### src/rtl/tdl_pkg.sv
`default_nettype none
package tdl_pkg;

    localparam int COARSE_SHIFT = 3;
    localparam int TRACE_LEN    = 20;
    localparam int FIELD_WIDTH  = 160;
    localparam int FIELD_HEIGHT = 128;
    localparam int GRID_W       = FIELD_WIDTH >> COARSE_SHIFT;
    localparam int GRID_H       = FIELD_HEIGHT >> COARSE_SHIFT;
    localparam int WB           = $clog2(GRID_W);
    localparam int HB           = $clog2(GRID_H);
    localparam int TIX_W        = $clog2(TRACE_LEN);

    localparam logic [1:0] REQ_EVENT = 2'd0;
    localparam logic [1:0] REQ_TICK  = 2'd1;
    localparam logic [1:0] REQ_WRITE = 2'd2;

    localparam logic [1:0] DIR_LEFT  = 2'd1;
    localparam logic [1:0] DIR_RIGHT = 2'd2;
    localparam logic [1:0] DIR_NONE  = 2'd3;

    localparam logic [2:0] REG_ROUTING  = 3'd0;
    localparam logic [2:0] REG_DISCOUNT = 3'd1;
    localparam logic [2:0] REG_REWARD   = 3'd2;
    localparam logic [2:0] REG_LEARN    = 3'd3;
    localparam logic [2:0] REG_DECAY    = 3'd4;
    localparam logic [2:0] REG_GREEDY   = 3'd5;

    localparam logic signed [31:0] Q_MIN = 32'sd1638;

    typedef struct packed {
        logic [1:0]         req_type;
        logic [19:0]        event_key;
        logic [14:0]        rand_greedy;
        logic [14:0]        rand_count;
        logic [14:0]        rand_choice;
        logic [15:0]        table_addr;
        logic signed [31:0] table_data;
    } t_in;

    typedef struct packed {
        logic        press_valid;
        logic [31:0] press_word;
        logic [1:0]  chosen_action;
        logic        learned;
    } t_out;

    typedef struct packed {
        logic [31:0] routing_key;
        logic [15:0] discount;
        logic [15:0] reward_weight;
        logic [15:0] learn_rate;
        logic [15:0] trace_decay;
    } t_cfg;

    // controller to datapath
    typedef struct packed {
        logic       load;      // capture item, decode event / tick / write
        logic       rd_q;      // read q for action in act
        logic [1:0] act;
        logic       lat_q;     // latch q read data
        logic       choose;
        logic       delta0;    // delta stage 0
        logic       delta1;
        logic       shift;     // trace shift, delta
        logic       step1;
        logic       slot_rd;   // read q for slot
        logic       slot_mul;  // step*elig
        logic       slot_wr;   // write back + decay
        logic [TIX_W-1:0] slot;
        logic       finish;
    } t_cmd;

    typedef struct packed {
        logic       learn;      // event requires learning step
        logic       slot_valid;
    } t_sts;

    function automatic logic signed [31:0] sat32(input logic signed [63:0] v);
        if (v > 64'sd2147483647) return 32'sh7fffffff;
        if (v < -64'sd2147483648) return 32'sh80000000;
        return v[31:0];
    endfunction

endpackage
`default_nettype wire

### src/rtl/tdl_ctrl.sv
`default_nettype none
module tdl_ctrl (
    input  wire logic          i_clk,
    input  wire logic          i_rst_n,
    input  wire logic          i_start,
    input  wire tdl_pkg::t_sts i_sts,
    output tdl_pkg::t_cmd      o_cmd,
    output logic               o_busy,
    output logic               o_done
);
    import tdl_pkg::*;

    localparam logic [3:0] S_IDLE  = 4'd0;
    localparam logic [3:0] S_DEC   = 4'd1;
    localparam logic [3:0] S_QRD   = 4'd2;
    localparam logic [3:0] S_CHOOSE= 4'd3;
    localparam logic [3:0] S_D0    = 4'd4;
    localparam logic [3:0] S_D1    = 4'd5;
    localparam logic [3:0] S_SHIFT = 4'd6;
    localparam logic [3:0] S_STEP  = 4'd7;
    localparam logic [3:0] S_SRD   = 4'd8;
    localparam logic [3:0] S_SMUL  = 4'd9;
    localparam logic [3:0] S_SWR   = 4'd10;
    localparam logic [3:0] S_DONE  = 4'd11;

    logic [3:0] r_state, n_state;
    logic [1:0] r_act, n_act;
    logic [TIX_W-1:0] r_slot, n_slot;

    always_ff @(posedge i_clk) begin
        if (!i_rst_n) begin
            r_state <= S_IDLE;
            r_act   <= '0;
            r_slot  <= '0;
        end else begin
            r_state <= n_state;
            r_act   <= n_act;
            r_slot  <= n_slot;
        end
    end

    always_comb begin
        n_state = r_state;
        n_act   = r_act;
        n_slot  = r_slot;
        o_cmd   = '0;
        o_cmd.act  = r_act;
        o_cmd.slot = r_slot;
        o_done  = 1'b0;
        case (r_state)
            S_IDLE: begin
                if (i_start) begin
                    o_cmd.load = 1'b1;
                    n_state = S_DEC;
                end
            end
            S_DEC: begin
                if (i_sts.learn) begin
                    n_act = 2'd0;
                    o_cmd.act = 2'd0;
                    o_cmd.rd_q = 1'b1;
                    n_state = S_QRD;
                end else begin
                    n_state = S_DONE;
                end
            end
            S_QRD: begin
                // read data for r_act arrives this cycle
                o_cmd.lat_q = 1'b1;
                if (r_act == 2'd2) begin
                    n_state = S_CHOOSE;
                end else begin
                    n_act = r_act + 2'd1;
                    o_cmd.rd_q = 1'b1;
                    o_cmd.act = r_act + 2'd1;
                end
            end
            S_CHOOSE: begin
                o_cmd.choose = 1'b1;
                n_state = S_D0;
            end
            S_D0: begin
                o_cmd.delta0 = 1'b1;
                n_state = S_D1;
            end
            S_D1: begin
                o_cmd.delta1 = 1'b1;
                n_state = S_SHIFT;
            end
            S_SHIFT: begin
                o_cmd.shift = 1'b1;
                n_state = S_STEP;
            end
            S_STEP: begin
                o_cmd.step1 = 1'b1;
                n_slot = TIX_W'(1);
                n_state = S_SRD;
            end
            S_SRD: begin
                o_cmd.slot_rd = 1'b1;
                n_state = S_SMUL;
            end
            S_SMUL: begin
                o_cmd.slot_mul = 1'b1;
                n_state = S_SWR;
            end
            S_SWR: begin
                o_cmd.slot_wr = 1'b1;
                if (r_slot == TIX_W'(TRACE_LEN - 1)) begin
                    n_state = S_DONE;
                end else begin
                    n_slot = r_slot + TIX_W'(1);
                    n_state = S_SRD;
                end
            end
            S_DONE: begin
                o_cmd.finish = 1'b1;
                o_done = 1'b1;
                n_state = S_IDLE;
            end
            default: n_state = S_IDLE;
        endcase
    end

    assign o_busy = (r_state != S_IDLE);

endmodule
`default_nettype wire

### config.mk
export PLATFORM = sky130hd
export DESIGN_NAME = tdl_ctrl
export DESIGN_NICKNAME = d
export VERILOG_FILES = /design/src/rtl/tdl_pkg.sv /design/src/rtl/tdl_ctrl.sv
export SDC_FILE = /design/constraint.sdc
export NUM_CORES = 1
export LEC_CHECK = 0
export BUFFER_PORTS_ARGS = -buffer_cell sky130_fd_sc_hd__buf_2
export CORE_MARGIN = 2
export CORE_UTILIZATION = 50
export DETAILED_ROUTE_END_ITERATION = 6
export PLACE_DENSITY = 0.79
export SLEW_MARGIN = 10
export SYNTH_ARGS = -nofsm -noshare
export SYNTH_HDL_FRONTEND = slang
export SYNTH_SLANG_ARGS = --single-unit
### constraint.sdc
create_clock -name i_clk -period 2.8 [get_ports i_clk]
set_clock_uncertainty 0.2 [all_clocks]
set_input_delay 0.56 -clock i_clk [delete_from_list [all_inputs] [get_ports i_clk]]
set_output_delay 0.56 -clock i_clk [all_outputs]
set_load 0.02 [all_outputs]
==> metrics.md <==
| Metric | Value |
|---|---|
| Syn Nets | 105 |
| Area after DPL | 891 sq um |
| Vias post-DR | 769 |
| CP startpoint | r_act[0] |
| Post-route cell area | 917 sq um |
| Average cell area after synthesis | 8.05 sq um |
| Crit Reg-Reg Startpoint | r_state[3] |
| Die Area | 1890 sq um |
| Starting Density | 0.524 |
| Layout cells sized above 1 | 0.263 |
| Final setup vio count | 0 |
| Ys Warns | 0 |
| Max_slew headroom | 0.617 |
| Worst endpoint data arrival time | 1.90 ns |
| Postcts setup bufs | 0 |
| DRT Pass-1 Iters | 4 |
| Sequential area share after synthesis | 0.282 |
| Boundary Pins | 26 |
| Synth unique cells | 39 |
| Largest net degree at the start of global routing | 19 |
| HPWL after detailed placement | 1250 um |
| DRT Wirelength | 1740 um |
| RSZ-0062 raised after global routing | false |
| Post-synth EDFFs | 0 |
| F_max | 376 MHz |
| Leak | 0.432 nW |
| Clock Sinks | 11 |
| Gr usage total | 0.193 |
| Vias in the first global route | 652 |
| Initial antenna violation count | 0 |
| Max-slew violation total from the final report | 0 |
| Critical path peak fanout | 3 |
| Critical Path Start Type | flip-flop |
| Outcome | complete, no violations |
| DR iter-0 viols | 11 |
| Die height | 43.5 um |
| DR WL/cell | 13.0 um |
| Cell Pwr Density | 786 nW/um^2 |
| PostCTS Resize Cnt | 0 |
| Routed vias/inst | 5.74 |
| Cts bufs inserted | 3 |
| TNS Setup | 0 ns |
| PortBufs | 24 |
| Yosys reg bits | 11 |
| Gpl congestion | 0.762 |
| Final ANT Viol Nets | 0 |
| Final Cycle Share | 0.949 |
| Clock root buffer | clkbuf_4 |
| Final Hold Fails | 0 |
| Worst setup path class | flip-flop to output pin |
| WP data required | 2.04 ns |
| CP Cell Sequence | inv_1 > ha_1 > or3b_1 > a211oi_2 > buf_2 |
| First-pass GRT wire length | 2770 um |
| Clock slew at reported path FFs | 0.06 ns |
| Post-synth ARST share | 0 |
| Yosys top cell area share | 0.282 |
| CP Capture Type | output pin |
| Ys flop type | dfxtp_1 |
| Clk_lat worst skew | 0.27 ns |
| Drt drc | 0 |
| Slowest stage cell, crit path | a211oi_2 |
| H-tree level count | 1 |
| Core ar. | 1490 sq um |
| Synth area leader | dfxtp_1 |
| Max stage delay on crit path | 0.38 ns |
| Hold Startpoint | r_act[0] |
| Peak supply drop | 0.485 mV |
| Worst Max-Slew Pin Slew | 0.574 ns |
| Area grow syn2layout | 17.5% |
| Min-Delay Path Class | flip-flop to flip-flop |
| Max_cap viols | 0 |
| FP Rows | 14 |
| # diodes | 0 |
| Die Width | 43.5 um |
| Gr ovfl total | 0 |
| CTS Hold Buffers Added | 0 |
| Post-Syn Instances | 97 |
| Crit path time final | 2.66 ns |
| NumNets Final | 127 |
| TritonCTS clock tree | built |
| Mapped cell area | 781 sq um |
| Top cells by area, synth | dfxtp_1 (28%), ha_1 (4.8%), mux2i_1 (3.8%) |
| CTS max path bufs | 2 |
routing by layer:
layer  part of all wire  track usage  routed length (um)
met2               0.48        0.316                 836
met5                  0            0                   0
met3              0.045       0.0750                  78
met1               0.47        0.243                 815
met4             0.0029       0.0364                   5
logic make-up after synthesis:
group                      share of synthesized area
AOI/OAI and AO/OA                              0.192
muxes                                         0.0385
and+or+nand+nor                                0.346
DFF                                            0.282
xor gates and xnor gates                      0.0112
buffers and inverters                         0.0817
adders and majority gates                     0.0481
area by class of cell:
class                           instances  area, sq um
Tap cell                               16         20.0
Multi-Input combinational cell         71          497
Sequential cell                        11          220
Fill cell                             140          572
Timing Repair Buffer                   25          128
Clock buffer                            4         26.3
Inverter                                7         26.3
cell usage after synthesis, types with 2 or more instances:
cell type   n
nand4bb_1   2
a22o_1      2
nor3_1      4
mux2i_1     3
o21ai_0     4
nand3b_1    3
ha_1        3
buf_2       3
nand3_1     6
nand2_1     8
a211o_1     2
nor2_1      5
a21oi_1     2
clkbuf_1    3
dfxtp_1    11
or4_1       2
a21boi_0    3
inv_1       7
nand2b_1    4
power breakdown:
group,switching [mW],internal [mW]
Sequential,0.0716,0.181
Combinational,0.205,0.160
Clock,0.0491,0.0552
Total,0.325,0.395
state kept, by name (all words and copies together) (netlist names):
register	count
r_slot	5
r_act	2
r_state	4
final timing paths:
| path | endpoint | slack (ns) | cells past startpoint |
|---|---|---|---|
| min reg2reg | r_act[0] | 0.28 | 2 |
| max | o_cmd[17] | 0.14 | 5 |
| max reg2reg | r_slot[2] | 0.81 | 3 |
| min | r_act[0] | 0.28 | 2 |
layout by cell type (no fill, tap or decap), drive strengths merged, types with 2 or more instances in the layout:
master   synthesis  routed
mux2i            3       3
or4              2       2
nand3b           3       3
nor2             5       5
nor4b            2       2
o21ai            5       5
ha               3       3
a211o            2       2
a22o             2       2
nand2            8       8
nor3             4       4
nand3            6       6
a21oi            2       2
buf              5      25
clkbuf           3       4
nand2b           4       4
nand4bb          2       2
dfxtp           11      11
a21boi           3       3
inv              7       7
worst max-delay path, delay by kind of cell, from the launching register on:
kind,cells,cell delay (ns)
compound gates,1,0.38
simple gates,1,0.37
flops,1,0.35
buf+inv,2,0.32
fa+ha+maj,1,0.21
per-stage QoR:
stage                     cells  utilization  setup WS [ns]  hold WS, ns  total power [mW]
final                       134        0.616          0.143        0.285             0.721
after global placement      130        0.598          0.496        0.265             0.607
after global routing        134        0.616         0.0565        0.306             0.770
after floorplan              97            -          0.581        0.247             0.528
after CTS                   134        0.616          0.126        0.288             0.728
after detailed placement    130        0.598          0.430        0.276             0.618
Note: power is estimated with default switching activity, not from simulation.
